$ cat config.mk
export PLATFORM = sky130hd
export DESIGN_NAME = pegi_div_step
export DESIGN_NICKNAME = d
export VERILOG_FILES = /design/src/pegi_pkg.sv /design/src/pegi_div_step.sv
export SDC_FILE = /design/constraint.sdc
export NUM_CORES = 1
export LEC_CHECK = 0
export BUFFER_PORTS_ARGS = -buffer_cell sky130_fd_sc_hd__buf_2
export CAP_MARGIN = 20
export CORE_ASPECT_RATIO = 1.2
export CORE_MARGIN = 8
export CORE_UTILIZATION = 45
export CTS_BUF_LIST = sky130_fd_sc_hd__clkbuf_2
export CTS_CLUSTER_DIAMETER = 150
export DETAILED_ROUTE_END_ITERATION = 12
export PLACE_DENSITY = 0.82
export SYNTH_ARGS = -nofsm -noshare
export SYNTH_HDL_FRONTEND = slang
export SYNTH_SLANG_ARGS = --single-unit
$ cat constraint.sdc
create_clock -name clk -period 8.2 [get_ports clk]
set_clock_uncertainty 0.2 [all_clocks]
set_input_delay 1.23 -clock clk [delete_from_list [all_inputs] [get_ports clk]]
set_output_delay 1.23 -clock clk [all_outputs]
set_load 0.01 [all_outputs]
$ cat src/pegi_pkg.sv
package pegi_pkg;

	localparam int VERTEX_BITS = 24;
	localparam int OUT_BITS    = VERTEX_BITS + 1;
	localparam int QUOT_BITS   = VERTEX_BITS - 1;
	localparam int PROD_BITS   = 2 * VERTEX_BITS;
	localparam int DIV_STEPS   = OUT_BITS;
	localparam int MODE_BITS   = 4;
	localparam int INDEX_BITS  = 2;

	typedef logic [VERTEX_BITS-1:0] vtx_t;
	typedef logic [OUT_BITS-1:0]    word_t;
	typedef logic [QUOT_BITS-1:0]   quot_t;
	typedef logic [PROD_BITS-1:0]   prod_t;
	typedef logic [MODE_BITS-1:0]   mode_t;
	typedef logic [INDEX_BITS-1:0]  index_t;

	localparam mode_t MODE_POINTS    = 4'd0;
	localparam mode_t MODE_LINES     = 4'd1;
	localparam mode_t MODE_LOOP      = 4'd2;
	localparam mode_t MODE_STRIP     = 4'd3;
	localparam mode_t MODE_TRIS      = 4'd4;
	localparam mode_t MODE_TSTRIP    = 4'd5;
	localparam mode_t MODE_FAN       = 4'd6;
	localparam mode_t MODE_QUADS     = 4'd7;
	localparam mode_t MODE_QSTRIP    = 4'd8;
	localparam mode_t MODE_POLYGON   = 4'd9;
	localparam mode_t MODE_RESET     = MODE_TRIS;

	localparam index_t REG_TOPOLOGY = 2'd0;
	localparam index_t REG_VERTEX   = 2'd1;

	// floor(x/3) == (x * RECIP3) >> OUT_BITS for every x below 2**VERTEX_BITS
	localparam logic [63:0] RECIP3_FULL = ((64'd1 << OUT_BITS) + 64'd2) / 64'd3;
	localparam vtx_t        RECIP3      = RECIP3_FULL[VERTEX_BITS-1:0];

	typedef struct packed {
		mode_t mode;
		vtx_t  vtotal;
	} cfg_t;

	typedef struct packed {
		word_t first;
		word_t second;
		word_t edges;
		logic  wrap;
		logic  vzero;
		vtx_t  rem;
		word_t num;
	} stage_t;

endpackage

$ cat src/pegi_div_step.sv
module pegi_div_step (
	input  logic              clk,
	input  logic              arst_n,
	input  logic              in_valid,
	input  pegi_pkg::stage_t  in_stage,
	input  pegi_pkg::vtx_t    divisor,
	input  logic              down_en,
	output logic              up_en,
	output logic              out_valid,
	output pegi_pkg::stage_t  out_stage
);

	logic             vld_s1;
	pegi_pkg::stage_t stg_s1;

	logic             en, ge;
	pegi_pkg::word_t  r2, dw, rn;
	pegi_pkg::stage_t nxt;

	assign en    = !vld_s1 || down_en;
	assign up_en = en;

	always_comb begin
		r2       = {in_stage.rem, in_stage.num[pegi_pkg::OUT_BITS-1]};
		dw       = pegi_pkg::word_t'(divisor);
		ge       = (r2 >= dw);
		rn       = ge ? r2 - dw : r2;
		nxt      = in_stage;
		nxt.rem  = rn[pegi_pkg::VERTEX_BITS-1:0];
		nxt.num  = {in_stage.num[pegi_pkg::OUT_BITS-2:0], 1'b0};
	end

	always_ff @(posedge clk or negedge arst_n) begin
		if (!arst_n) begin
			vld_s1 <= 1'b0;
		end else if (en) begin
			vld_s1 <= in_valid;
		end
	end

	always_ff @(posedge clk) begin
		if (en && in_valid) begin
			stg_s1 <= nxt;
		end
	end

	assign out_valid = vld_s1;
	assign out_stage = stg_s1;

endmodule

## After elaboration in Yosys (flattened, before gate mapping)

Index checks and enable logic that the tools add are counted.
Widths: inputs -> output; s select.

| storage, ports and cells | value |
|---|---|
| flip-flop bits (word level) | 126 |

| cells by class | value |
|---|---|
| add/subtract/negate cells | 1 |
| order comparisons | 1 |
| reduce and logical (&&, ||, !) cells | 3 |
| mux-type cells | 1 |

Operators with widths:

| cell | number |
|---|---|
| $ge 25x24->1 | 1 |
| $mux 24 | 1 |
| $sub 24x24->24 | 1 |
| $logic_and 1x1->1 | 1 |
| $logic_not 1->1 | 1 |
| $logic_or 1x1->1 | 1 |

## Longest topological paths before layout

| logic depth | value |
|---|---|
| depth after elaboration | 3 |
| mapped depth | 10 |

## Least setup slack after synthesis

No wires, ideal clock.

| timing path | value |
|---|---|
| path type | in2reg |
| start | input port down_en |
| end | register stg_s1 (netlist bit out_stage[100]) (enable) |
| library setup time | 0.499 ns |
| stages on the path | 2 |
| slack | 3.178 ns |
| buffers on the path | 0 |
| arrival | 4.323 ns |
| cell sequence | nand2b_1 -> and2_1 |

| on the way | value |
|---|---|
| cells in the longest elaborated chain, start to end | 2 |

Ends and longest elaborated chain:

| what | line | source |
|---|---|---|
| start, declared | pegi_div_step.sv:7 | `input logic down_en,` |
| $logic_or 1x1->1 | pegi_div_step.sv:20 | `assign en = !vld_s1 \|\| down_en;` |
| $logic_and 1x1->1 | pegi_div_step.sv:42 | `if (en && in_valid) begin` |
| end signal, assigned | pegi_div_step.sv:43 | `stg_s1 <= nxt;` |
| end, declared | pegi_div_step.sv:14 | `pegi_pkg::stage_t stg_s1;` |

Every way passes these cells.
A chain may end at the register's enable or synchronous reset.

## Worst setup path after layout

| timing path | value |
|---|---|
| start | input port in_stage[24] in the netlist's numbering |
| end | register stg_s1 (netlist bit out_stage[45]), data pin |

| on the way | value |
|---|---|
| cells in the longest elaborated chain, start to end | 2 |
| elaborated cells between the ends (all ways) | 3 |
| those cells by class | add/sub (1); order compare (1); mux (1) |

Ends and longest elaborated chain:

| what | line | source |
|---|---|---|
| start, declared | pegi_div_step.sv:5 | `input pegi_pkg::stage_t in_stage,` |
| $sub 24x24->24 or $ge 25x24->1 (tied branches) | pegi_div_step.sv:27, pegi_div_step.sv:26 |  |
| $mux 24 * | pegi_div_step.sv:27 | `rn = ge ? r2 - dw : r2;` |
| net rn[20] | pegi_div_step.sv:17 | `pegi_pkg::word_t r2, dw, rn;` |

Mark *: on every way through the listed nets, which the timed path passes. The rest lies on a longest branch.

==> results.cfg <==
[critical_path]
r2r-end = out_stage[58]
cp-start-kind = input port
crit_slowest_cell = a221oi_1
crit_top_cell = inv_1
r2r_cells = 3
r2r_start = out_valid
reg2reg_slack_ns = 5.55
critPathCaptureType = register
arrival_ns = 3.88
critPathMaxFanout = 6
max_stage_delay_ns = 0.60
crit_type = in2reg
worstPathCellList = buf_2 -> inv_1 -> ha_1 -> inv_1 -> fa_1 -> a21o_1 -> a221oi_1 -> o211ai_1 -> a211oi_1 -> and3b_2 -> mux2_4
crit_required_ns = 8.43

[clocking]
cts_tree = done
htreeDepth = 4
clock-sinks = 126
cts_setup_buffers = 0
ctsLongestPathBuffers = 2
cts_resized = 0
clkTransAtPathRegs_ns = 0.20
clk_latency_ns = 0.64
cts_hold_buf = 0
cts_buffers = 17
cts-root-buf = clkbuf_2

[die]
initial_core_util_pct = 45.65
core_sq_mm = 0.01250
die-area_sq_mm = 0.01655
die_w_microns = 118.8
io_pins = 282
die_y_microns = 139.3
placementRows = 45

[placed_design]
hpwl_microns = 14620
routabilityCongestion = 0.9155
portBuffers = 280
dp.cells = 818

[routing]
routedWlPerCell_microns = 21.16
ant_nets = 0
drc = 0
vias = 4371
detail_route.wirelength_microns = 18030
routed_via_density = 5.130
drt_iter0_markers = 371
first_pass_iters = 4

[synth]
synthXorXnorAreaFrac_pct = 2.456
syn-num-nets = 559
synth_cell_type_count = 58
synth-simple-area-share_pct = 5.833
synthAdderAreaFrac_pct = 5.614
synth_cells = 380
synth-compound-area-share_pct = 11.62
synth-seq-cells = 126
netlist_area_sq_mm = 0.005705
yosysWarnings = 0
synth_top_family_by_area = compound AO/OA/AOI/OAI gates
synth_flop_cell = edfxtp_1
syn_area_per_cell_sq_um = 15.01
synth_edf_count = 125
async_flop_share_pct = 0.7937
seq_area_frac_synth_pct = 66.23
synth_mux_area_share_pct = 4.978

[pwr]
leakagePower_nw = 3.351
switchingPower_mw = 0.4087
ir_worst_vdd_uv = 87.52
power.internal_mw = 1.033
switching_share_pct = 28.34
power_frac_comb_pct = 20.1
pwr-share-clk_pct = 26.3
p_per_area_mw_per_mm2 = 192.5
seq_power_share_pct = 53.6

[layout]
mostFrequentLayoutCell = buf_2
final_cell_mix = buf_2, edfxtp_1, inv_1, ha_1, a21oi_1
nets = 852
final_layout_size_suffix_gt1_share_pct = 50.73
fillCellCount = 1036
syn2layout_area_growth_pct = 31.29
instances_no_fill = 852

[sta]
timing.fmax_mhz = 273.8
drv_slew = 0
tightest_slew_ns = 0.8545
setup_viol = 0
slew_headroom_pct = 43.03
fin_crit_sh_pct = 44.53
rsz0062_at_grt = false
finalHoldViolations = 0
setup_tns_ns = 0
fin_crit_ns = 3.652

[global_routing]
grt_pass1_vias = 4453
grt_overflow = 0
grt_max_degree = 70
grt_pass1_wl_microns = 26630
grt_usage_pct = 21.26
grt_antenna_before_repair = 3

[min_path]
hp-class = in2async

[status]
status = finished, final reports clean

[job]
maxCapViolations = 0
[worst max path at each step]
stage / start / end / cells past startpoint
CTS: in_stage[24] / out_stage[45] / 11
detailed placement: in_stage[24] / out_stage[45] / 11
floorplan: down_en / out_stage[100] / 2
finish: in_stage[24] / out_stage[45] / 11
global route: in_stage[24] / out_stage[45] / 11
global placement: in_stage[24] / out_stage[45] / 11
[final cells by class]
cell class / instances / area, sq um / area share, %
Timing Repair Buffer: 281 / 1409 / 18.81
Clock buffer: 18 / 90.09 / 1.203
Multi-Input combinational cell: 217 / 1747 / 23.32
Sequential cell: 126 / 3779 / 50.44
Tap cell: 164 / 205.2 / 2.739
Antenna cell: 2 / 5.005 / 0.06681
Inverter: 30 / 112.6 / 1.503
Clock inverter: 14 / 143.9 / 1.921
[per-layer routing]
layer	part of all wire, %	track usage, %	wire [microns]	vias up
li1	-	-	-	2061
met1	37	22.52	6667	2093
met2	52	37.66	9400	199
met3	9.6	8.539	1723	16
met4	1.2	6.805	222	2
met5	0.072	0	13	-
[worst max-delay path: cells and delay by family]
family | cells | cell delay, ns
AOI/OAI and AO/OA | 4 | 1.39
adders and majority gates | 2 | 0.57
buffers and inverters | 3 | 0.23
and+or+nand+nor | 1 | 0.23
muxes | 1 | 0.25
[flip-flops by register name (all words and copies together), names as in the netlist]
name / flops
out_stage: 125
out_valid: 1
[synthesized netlist by cell type, types with 5 or more instances]
master	count	area [sq um]
mux2_2	11	123.9
nand2_1	20	75.07
nor2_1	11	41.29
nand3_1	8	40.04
edfxtp_1	125	3754
xnor2_1	12	105.1
o21ai_0	8	40.04
a21o_1	10	75.07
ha_1	24	300.3
inv_1	30	112.6
mux2_4	10	150.1
o21a_1	5	37.54
a21oi_1	21	105.1
[through the flow]
stage | hold slack [ns] | power (mW) | util, % | instance area, sq um | setup WS, ns
3_3_place_gp | 0.3180 | 1.068 | 58.02 | 7252 | 3.926
2_1_floorplan | 0.4221 | 0.9659 | - | 5705 | 3.178
5_1_grt | 0.01163 | 1.506 | 59.93 | 7491 | 4.424
6_report | 0.1196 | 1.442 | 59.93 | 7491 | 4.548
3_5_place_dp | 0.3710 | 1.077 | 58.02 | 7252 | 3.823
4_1_cts | 0.03939 | 1.457 | 59.89 | 7486 | 4.601
[logic make-up (layout without fill, tap and decap cells)]
group                    count (synthesis)  after routing
flip-flops                             126            126
AO/OA/AOI/OAI                           89             89
AND/OR/NAND/NOR                         64             64
buffers and inverters                   37            343
adder cells (fa/ha/maj)                 25             25
multiplexers                            22             22
XOR/XNOR                                16             16
other                                    1              3
[power by group through the flow]
| stage | registers (mW) | clock network, mW | logic, mW |
|---|---|---|---|
| after global placement | 0.786 | 0 | 0.282 |
| after global routing | 0.777 | 0.416 | 0.313 |
| after CTS | 0.774 | 0.392 | 0.291 |
| final | 0.773 | 0.379 | 0.289 |
| after floorplan | 0.815 | 0 | 0.151 |
| after detailed placement | 0.788 | 0 | 0.289 |
Note: power is estimated with default switching activity, not from simulation.
