===== src/pegi_pkg.sv =====
package pegi_pkg;

	localparam int VERTEX_BITS = 24;
	localparam int OUT_BITS    = VERTEX_BITS + 1;
	localparam int QUOT_BITS   = VERTEX_BITS - 1;
	localparam int PROD_BITS   = 2 * VERTEX_BITS;
	localparam int DIV_STEPS   = OUT_BITS;
	localparam int MODE_BITS   = 4;
	localparam int INDEX_BITS  = 2;

	typedef logic [VERTEX_BITS-1:0] vtx_t;
	typedef logic [OUT_BITS-1:0]    word_t;
	typedef logic [QUOT_BITS-1:0]   quot_t;
	typedef logic [PROD_BITS-1:0]   prod_t;
	typedef logic [MODE_BITS-1:0]   mode_t;
	typedef logic [INDEX_BITS-1:0]  index_t;

	localparam mode_t MODE_POINTS    = 4'd0;
	localparam mode_t MODE_LINES     = 4'd1;
	localparam mode_t MODE_LOOP      = 4'd2;
	localparam mode_t MODE_STRIP     = 4'd3;
	localparam mode_t MODE_TRIS      = 4'd4;
	localparam mode_t MODE_TSTRIP    = 4'd5;
	localparam mode_t MODE_FAN       = 4'd6;
	localparam mode_t MODE_QUADS     = 4'd7;
	localparam mode_t MODE_QSTRIP    = 4'd8;
	localparam mode_t MODE_POLYGON   = 4'd9;
	localparam mode_t MODE_RESET     = MODE_TRIS;

	localparam index_t REG_TOPOLOGY = 2'd0;
	localparam index_t REG_VERTEX   = 2'd1;

	// floor(x/3) == (x * RECIP3) >> OUT_BITS for every x below 2**VERTEX_BITS
	localparam logic [63:0] RECIP3_FULL = ((64'd1 << OUT_BITS) + 64'd2) / 64'd3;
	localparam vtx_t        RECIP3      = RECIP3_FULL[VERTEX_BITS-1:0];

	typedef struct packed {
		mode_t mode;
		vtx_t  vtotal;
	} cfg_t;

	typedef struct packed {
		word_t first;
		word_t second;
		word_t edges;
		logic  wrap;
		logic  vzero;
		vtx_t  rem;
		word_t num;
	} stage_t;

endpackage


===== src/pegi_front.sv =====
module pegi_front (
	input  logic              clk,
	input  logic              arst_n,
	input  logic              in_valid,
	output logic              in_ready,
	input  pegi_pkg::vtx_t    edge_number,
	input  pegi_pkg::cfg_t    cfg,
	input  logic              down_en,
	output logic              out_valid,
	output pegi_pkg::stage_t  out_stage
);

	logic vld_s1, vld_s2, vld_s3;
	logic en1, en2, en3;

	pegi_pkg::vtx_t   i_s1, i_s2;
	pegi_pkg::quot_t  qi_s2, qv_s2;
	pegi_pkg::stage_t stg_s3;

	pegi_pkg::prod_t  prod_i, prod_v;

	pegi_pkg::word_t  iw, ip1, vw, qiw, qvw, q3x, mfull, face2, face8, a, b, e;
	logic [1:0]       m3, mp2;
	logic             odd, i_zero, vzero, wrap, nz;
	pegi_pkg::stage_t nxt;

	assign en3      = !vld_s3 || down_en;
	assign en2      = !vld_s2 || en3;
	assign en1      = !vld_s1 || en2;
	assign in_ready = en1;

	always_ff @(posedge clk or negedge arst_n) begin
		if (!arst_n) begin
			vld_s1 <= 1'b0;
			vld_s2 <= 1'b0;
			vld_s3 <= 1'b0;
		end else begin
			if (en1) begin
				vld_s1 <= in_valid;
			end
			if (en2) begin
				vld_s2 <= vld_s1;
			end
			if (en3) begin
				vld_s3 <= vld_s2;
			end
		end
	end

	assign prod_i = pegi_pkg::prod_t'(i_s1) * pegi_pkg::prod_t'(pegi_pkg::RECIP3);
	assign prod_v = pegi_pkg::prod_t'(cfg.vtotal) * pegi_pkg::prod_t'(pegi_pkg::RECIP3);

	always_ff @(posedge clk) begin
		if (en1 && in_valid) begin
			i_s1 <= edge_number;
		end
		if (en2 && vld_s1) begin
			i_s2  <= i_s1;
			qi_s2 <= prod_i[pegi_pkg::PROD_BITS-1:pegi_pkg::OUT_BITS];
			qv_s2 <= prod_v[pegi_pkg::PROD_BITS-1:pegi_pkg::OUT_BITS];
		end
		if (en3 && vld_s2) begin
			stg_s3 <= nxt;
		end
	end

	always_comb begin
		iw     = pegi_pkg::word_t'(i_s2);
		ip1    = iw + pegi_pkg::word_t'(1);
		vw     = pegi_pkg::word_t'(cfg.vtotal);
		qiw    = pegi_pkg::word_t'(qi_s2);
		qvw    = pegi_pkg::word_t'(qv_s2);
		q3x    = qiw + (qiw << 1);
		mfull  = iw - q3x;
		m3     = mfull[1:0];
		odd    = i_s2[0];
		i_zero = (i_s2 == '0);
		vzero  = (cfg.vtotal == '0);
		nz     = (m3 != 2'd0);
		face2  = (iw - pegi_pkg::word_t'(1)) >> 1;
		face8  = nz ? qiw : qiw - pegi_pkg::word_t'(1);
		case (m3)
			2'd0:    mp2 = 2'd2;
			2'd1:    mp2 = 2'd0;
			default: mp2 = 2'd1;
		endcase
		a    = '0;
		b    = '0;
		e    = '0;
		wrap = 1'b0;
		case (cfg.mode)
			pegi_pkg::MODE_POINTS: begin
				a = iw;
				b = iw;
			end
			pegi_pkg::MODE_LINES: begin
				a = iw << 1;
				b = (iw << 1) | pegi_pkg::word_t'(1);
				e = vw >> 1;
			end
			pegi_pkg::MODE_LOOP, pegi_pkg::MODE_POLYGON: begin
				a    = iw;
				wrap = 1'b1;
				e    = vw;
			end
			pegi_pkg::MODE_STRIP: begin
				a = iw;
				b = ip1;
				e = vzero ? '0 : vw - pegi_pkg::word_t'(1);
			end
			pegi_pkg::MODE_TRIS: begin
				a = iw;
				b = (m3 == 2'd2) ? iw - pegi_pkg::word_t'(2) : ip1;
				e = qvw;
			end
			pegi_pkg::MODE_TSTRIP: begin
				if (i_zero) begin
					b = pegi_pkg::word_t'(1);
				end else begin
					a = face2 + pegi_pkg::word_t'({!odd, 1'b0})
						+ pegi_pkg::word_t'(!face2[0] && odd);
					b = face2 + pegi_pkg::word_t'({odd, 1'b0})
						+ pegi_pkg::word_t'(face2[0] && !odd);
				end
				e = vw - qvw + pegi_pkg::word_t'(1);
			end
			pegi_pkg::MODE_FAN: begin
				if (i_zero) begin
					b = pegi_pkg::word_t'(1);
				end else begin
					a = face2 + pegi_pkg::word_t'(2) - pegi_pkg::word_t'(odd);
					b = odd ? face2 + pegi_pkg::word_t'(2) : '0;
				end
				e = vw - qvw + pegi_pkg::word_t'(1);
			end
			pegi_pkg::MODE_QUADS: begin
				a = iw;
				b = (i_s2[1:0] == 2'b11) ? iw - pegi_pkg::word_t'(3) : ip1;
				e = vw >> 2;
			end
			pegi_pkg::MODE_QSTRIP: begin
				if (i_zero) begin
					b = pegi_pkg::word_t'(1);
				end else begin
					a = (face8 << 1) + pegi_pkg::word_t'(m3) + pegi_pkg::word_t'(mp2);
					b = (face8 << 1) + (nz ? pegi_pkg::word_t'(4) : '0)
						- pegi_pkg::word_t'(m3);
				end
				e = vw - (vw >> 2) + pegi_pkg::word_t'(1);
			end
			default: begin
				a = '0;
				b = '0;
				e = '0;
			end
		endcase
		nxt.first  = a;
		nxt.second = b;
		nxt.edges  = e;
		nxt.wrap   = wrap;
		nxt.vzero  = vzero;
		nxt.rem    = '0;
		nxt.num    = ip1;
	end

	assign out_valid = vld_s3;
	assign out_stage = stg_s3;

endmodule


===== config.mk =====
export PLATFORM = sky130hd
export DESIGN_NAME = pegi_front
export DESIGN_NICKNAME = d
export VERILOG_FILES = /design/src/pegi_pkg.sv /design/src/pegi_front.sv
export SDC_FILE = /design/constraint.sdc
export NUM_CORES = 2
export LEC_CHECK = 0
export BUFFER_PORTS_ARGS = -buffer_cell sky130_fd_sc_hd__buf_4
export CAP_MARGIN = 20
export CELL_PAD_IN_SITES_DETAIL_PLACEMENT = 0
export CELL_PAD_IN_SITES_GLOBAL_PLACEMENT = 1
export CORE_MARGIN = 2
export CORE_UTILIZATION = 55
export CTS_CLUSTER_SIZE = 40
export DETAILED_ROUTE_END_ITERATION = 6
export PLACE_DENSITY_LB_ADDON = 0.1
export SLEW_MARGIN = 5
export SYNTH_ARGS = -nofsm -noshare
export SYNTH_HDL_FRONTEND = slang
export SYNTH_SLANG_ARGS = --single-unit

===== constraint.sdc =====
create_clock -name clk -period 16.7 [get_ports clk]
set_input_delay 3.34 -clock clk [delete_from_list [all_inputs] [get_ports clk]]
set_output_delay 3.34 -clock clk [all_outputs]
set_load 0.05 [all_outputs]

Word-level counts from Yosys, hierarchy flattened

Index checks and enable logic that the tools add are counted.
Widths: inputs -> output; s select.

Flip-flop bits (word level): 199
Word-level logic and storage cells: 87

Add/sub/neg operators: 22
Multipliers: 2
Eq/ne operators: 12
Mux-type cells: 17
Reduce and logical (&&, ||, !) cells: 21

Operator list:

| kind                   | number |
|---|---|
| $mux 25                | 10 |
| $pmux 25 s8            | 1 |
| $pmux 25 s7            | 1 |
| $pmux 25 s5            | 1 |
| $mul 24x24->48 const B | 2 |
| $add 24x2->25          | 2 |
| $add 25x1->25          | 2 |
| $add 25x1->25 const B  | 2 |
| $add 25x2->25          | 2 |
| $sub 24x1->25 const B  | 2 |
| $sub 24x2->25 const B  | 2 |
| $logic_not 24->1       | 2 |
| $add 24x1->25 const B  | 1 |
| $add 24x2->25 const B  | 1 |
| $add 25x3->25          | 1 |
| $sub 24x22->25         | 1 |
| $sub 24x23->25         | 1 |
| $sub 25x1->25          | 1 |
| $sub 25x2->25          | 1 |
| $mux 24                | 1 |
| $sub 23x1->24 const B  | 1 |
| $eq 4x3->1 const B     | 4 |
| $eq 4x2->1 const B     | 2 |
| $eq 4x4->1 const B     | 2 |
| 16 further kinds       | 28 |

Logic depth before layout (Yosys ltp)

Depth in word-level cells: 8
Mapped depth: 26
Mapped depth without buffers: 25

Least setup slack after synthesis

No wires, ideal clock.

Path kind: input to register
Start point: in cfg[19] (netlist name)
End point: reg qv_s2[19] (data pin)
Library setup time: 279 ps
Arrival time: 9047 ps
Path slack: 7374 ps
Stages: 23
Cells stage by stage: inv_1 -> ha_1 -> inv_1 -> fa_1 -> fa_1 -> inv_1 -> fa_1 -> inv_1 -> fa_1 -> fa_1 -> inv_1 -> fa_1 -> ha_1 -> and4_1 -> and3_1 -> nand4_1 -> a31oi_1 -> o2111ai_1 -> a311oi_1 -> o21ai_0 -> a21oi_1 -> o21a_1 -> o311ai_0

Word-level cells in the longest chain between the ends: 1

Ends and longest elaborated chain:

| item                 | RTL line         | text |
|---|---|---|
| from (decl)          | pegi_front.sv:7  | `input pegi_pkg::cfg_t cfg,` |
| $mul 24x24->48       | pegi_front.sv:51 | `assign prod_v = pegi_pkg::prod_t'(cfg.vtotal) * pegi_pkg::prod_t'(pegi_pkg::RECIP3);` |
| named net prod_v[44] | pegi_front.sv:20 | `pegi_pkg::prod_t prod_i, prod_v;` |
| to (signal assigned) | pegi_front.sv:60 | `qv_s2 <= prod_v[pegi_pkg::PROD_BITS-1:pegi_pkg::OUT_BITS];` |
| to (decl)            | pegi_front.sv:17 | `pegi_pkg::quot_t qi_s2, qv_s2;` |

The timed path passes the listed nets, and every way through them passes these cells.
A chain may end at the register's enable or synchronous reset.

Worst setup path after layout

Ends and elaborated chain as after synthesis.

==> flow_metrics.env <==
export IMPL_clkLatencyLatePin_ns=0.53
export IMPL_rsz0062_at_grt="false"
export IMPL_cpMostUsedCell="fa_1"
export IMPL_drtIter0Drc=3603
export IMPL_cts_tree="built"
export IMPL_max_freq_mhz=97.5
export IMPL_grt_pass1_vias=30400
export IMPL_num_rows=97
export IMPL_synthSimpleGateAreaFrac=0.101
export IMPL_r2r_slack_ns=9.02
export IMPL_drv_cap=0
export IMPL_clk_pin_slew_worst_paths_ns=0.08
export IMPL_drc_errors=5
export IMPL_critical_path_class="input port to flop"
export IMPL_hp_start="vld_s1"
export IMPL_cp_max_fo=12
export IMPL_clkSinkCount=199
export IMPL_die_w_um=269
export IMPL_status="finished, violations left"
export IMPL_hold_path_class="flop to flop"
export IMPL_crit_family="adder cells"
export IMPL_r2r_end="qi_s2[22]"
export IMPL_cp_data_required_time_ns=16.93
export IMPL_drtPass1Iterations=7
export IMPL_synth_edf_count=196
export IMPL_r2r_cells=22
export IMPL_dieArea_mm2=0.0726
export IMPL_synth_top_family_by_area="adder cells"
export IMPL_cts_resized=0
export IMPL_drt_wl_total_um=122000
export IMPL_maxSlewHeadroom=0.191
export IMPL_syn_inst=4111
export IMPL_syn2layout_area_growth_pct=7.13
export IMPL_die_h_um=269
export IMPL_synth_ff_type="edfxtp_1"
export IMPL_synth_mux_area_frac=0.00210
export IMPL_avgSynthCellArea_um2=9.42
export IMPL_netlist_area_mm2=0.0387
export IMPL_start_util=0.554
export IMPL_synth_adder_area_share=0.453
export IMPL_fin_crit_sh=0.614
export IMPL_min_period_ns=10.26
export IMPL_antenna_found_initial=2
export IMPL_grt_first_pass_wirelength_um=186000
export IMPL_cp_slowest_cell="a21oi_1"
export IMPL_hold_buffers=0
export IMPL_worst_setup_path_end_kind="flop"
export IMPL_place_hpwl_um=101000
export IMPL_startpoint_type="input port"
export IMPL_final_nets=5415
export IMPL_stdcell_area_mm2=0.0415
export IMPL_async_flop_share=0.0151
export IMPL_placed_cell_area_mm2=0.0409
export IMPL_io_pins=184
export IMPL_hold_slack_ns=0.500
export IMPL_post_drt_wl_per_cell_um=23.6
export IMPL_holdPathEnd="vld_s2"
export IMPL_root_buffer="clkbuf_16"
export IMPL_slew_violations=0
export IMPL_drive_above_1_share=0.0659
export IMPL_grt_max_degree=71
export IMPL_port_buffers=159
export IMPL_whs_path_depth=1
export IMPL_clock_skew_ns=0.0351
export IMPL_worstReg2RegStart="i_s1[1]"
export IMPL_final_common_cell="inv_1"
export IMPL_coreArea_mm2=0.0699
export IMPL_htreeDepth=4
export IMPL_synth_compound_area_share=0.131
export IMPL_viasPerCell=5.95
export IMPL_setup_viol=0
export IMPL_crit_buf_inv=3
export IMPL_clockBufferDepth=2
export IMPL_synth_xor_area_frac=0.0576
export IMPL_numCtsBuffers=17
export IMPL_mostFrequentLayoutCells="895 x inv_1, 699 x ha_1, 439 x fa_1"
export IMPL_violations="design-rule violations"
export IMPL_dr_total_vias=30800
export IMPL_fin_tns_setup_ns=0
export IMPL_ys_ff_latch=199
export IMPL_synth_seq_area_share=0.154
export IMPL_routabilityCongestion=0.992
export IMPL_path_cells="buf_4 -> inv_1 -> ha_1 -> fa_1 -> fa_1 -> inv_1 -> fa_1 -> fa_1 -> fa_1 -> fa_1 -> ha_1 -> and4_1 -> and3_1 -> nand4_1 -> a31oi_1 -> o2111ai_1 -> a311oi_1 -> o21ai_0 -> a21oi_1 -> o21a_1 -> o311ai_0"
export IMPL_final_antenna_net_count=0
export IMPL_max_stage_delay_ns=0.58
export IMPL_ys_types=94
export IMPL_yosysWarnings=0
export IMPL_diodes=0
export IMPL_grt_overflow_total=0
export IMPL_n_fill_cell=6272
export IMPL_post_cts_buffers=0
export IMPL_tightest_slew_ns=1.20
export IMPL_grt_usage=0.338
export IMPL_worstPathArrival_ns=10.49
export IMPL_hold_viol=0
-- logic make-up after synthesis --
logic type / after synthesis
buf+inv: 1019
xor+xnor: 254
other cells: 1
simple gates: 755
flops: 199
fa+ha+maj: 1138
compound gates: 737
mux: 8
-- stage by stage --
step	std cells	utilization	worst slack (ns)
after global placement	5141	0.585	6.23
after global routing	5174	0.594	6.12
after floorplan	4134	-	7.37
after CTS	5173	0.593	6.65
after detailed placement	5141	0.585	6.12
final	5174	0.594	6.44
-- final cells by class --
cell class              count  area [µm²]  share of cell area
clock buffers              17         425              0.0103
multi-input cells        2916       29000               0.698
flip-flops and latches    199        5960               0.144
inverters                 896        3360              0.0810
well taps                 940        1180              0.0283
repair buffers            191        1440              0.0347
clock inverters            15         175             0.00422
-- flip-flops by register name, summed over array words and instances (netlist names) --
| register | cells |
|---|---|
| out_valid | 1 |
| qi_s2 | 23 |
| out_stage | 102 |
| i_s2 | 24 |
| vld_s1 | 1 |
| i_s1 | 24 |
| qv_s2 | 23 |
| vld_s2 | 1 |
-- routing by layer --
metal / routed length [µm] / global-route usage
met2: 51500 / 0.501
met1: 56100 / 0.510
met3: 11500 / 0.0641
met4: 2800 / 0.0825
met5: 13 / 0
-- cells in the mapped netlist, types with 29 or more instances --
master | n | share of area
inv_1 | 895 | 0.087
ha_1 | 699 | 0.23
fa_1 | 439 | 0.23
edfxtp_1 | 196 | 0.15
nand2_1 | 180 | 0.017
nor2_1 | 180 | 0.017
a21oi_1 | 176 | 0.023
xnor2_1 | 156 | 0.035
o21ai_0 | 134 | 0.017
xor2_1 | 97 | 0.022
clkbuf_1 | 90 | 0.0087
nand3_1 | 75 | 0.0097
nor3_1 | 59 | 0.0076
a21o_1 | 53 | 0.010
a222oi_1 | 47 | 0.012
nand4_1 | 38 | 0.0061
and3_1 | 32 | 0.0052
o22ai_1 | 30 | 0.0048
o221ai_1 | 29 | 0.0066
-- how the worst max path moves through the flow --
stage                     startpoint         to  cells after the start
final                        cfg[19]  qv_s2[19]                     21
after global routing          cfg[1]  qv_s2[19]                     25
after CTS                     cfg[1]  qv_s2[19]                     25
after detailed placement      cfg[1]  qv_s2[19]                     25
after global placement        cfg[1]  qv_s2[20]                     25
after floorplan              cfg[19]  qv_s2[19]                     23
Power is left out: the tool's default activity adds up to more than one toggle a clock period on the data nets, which glitch-free logic cannot reach.
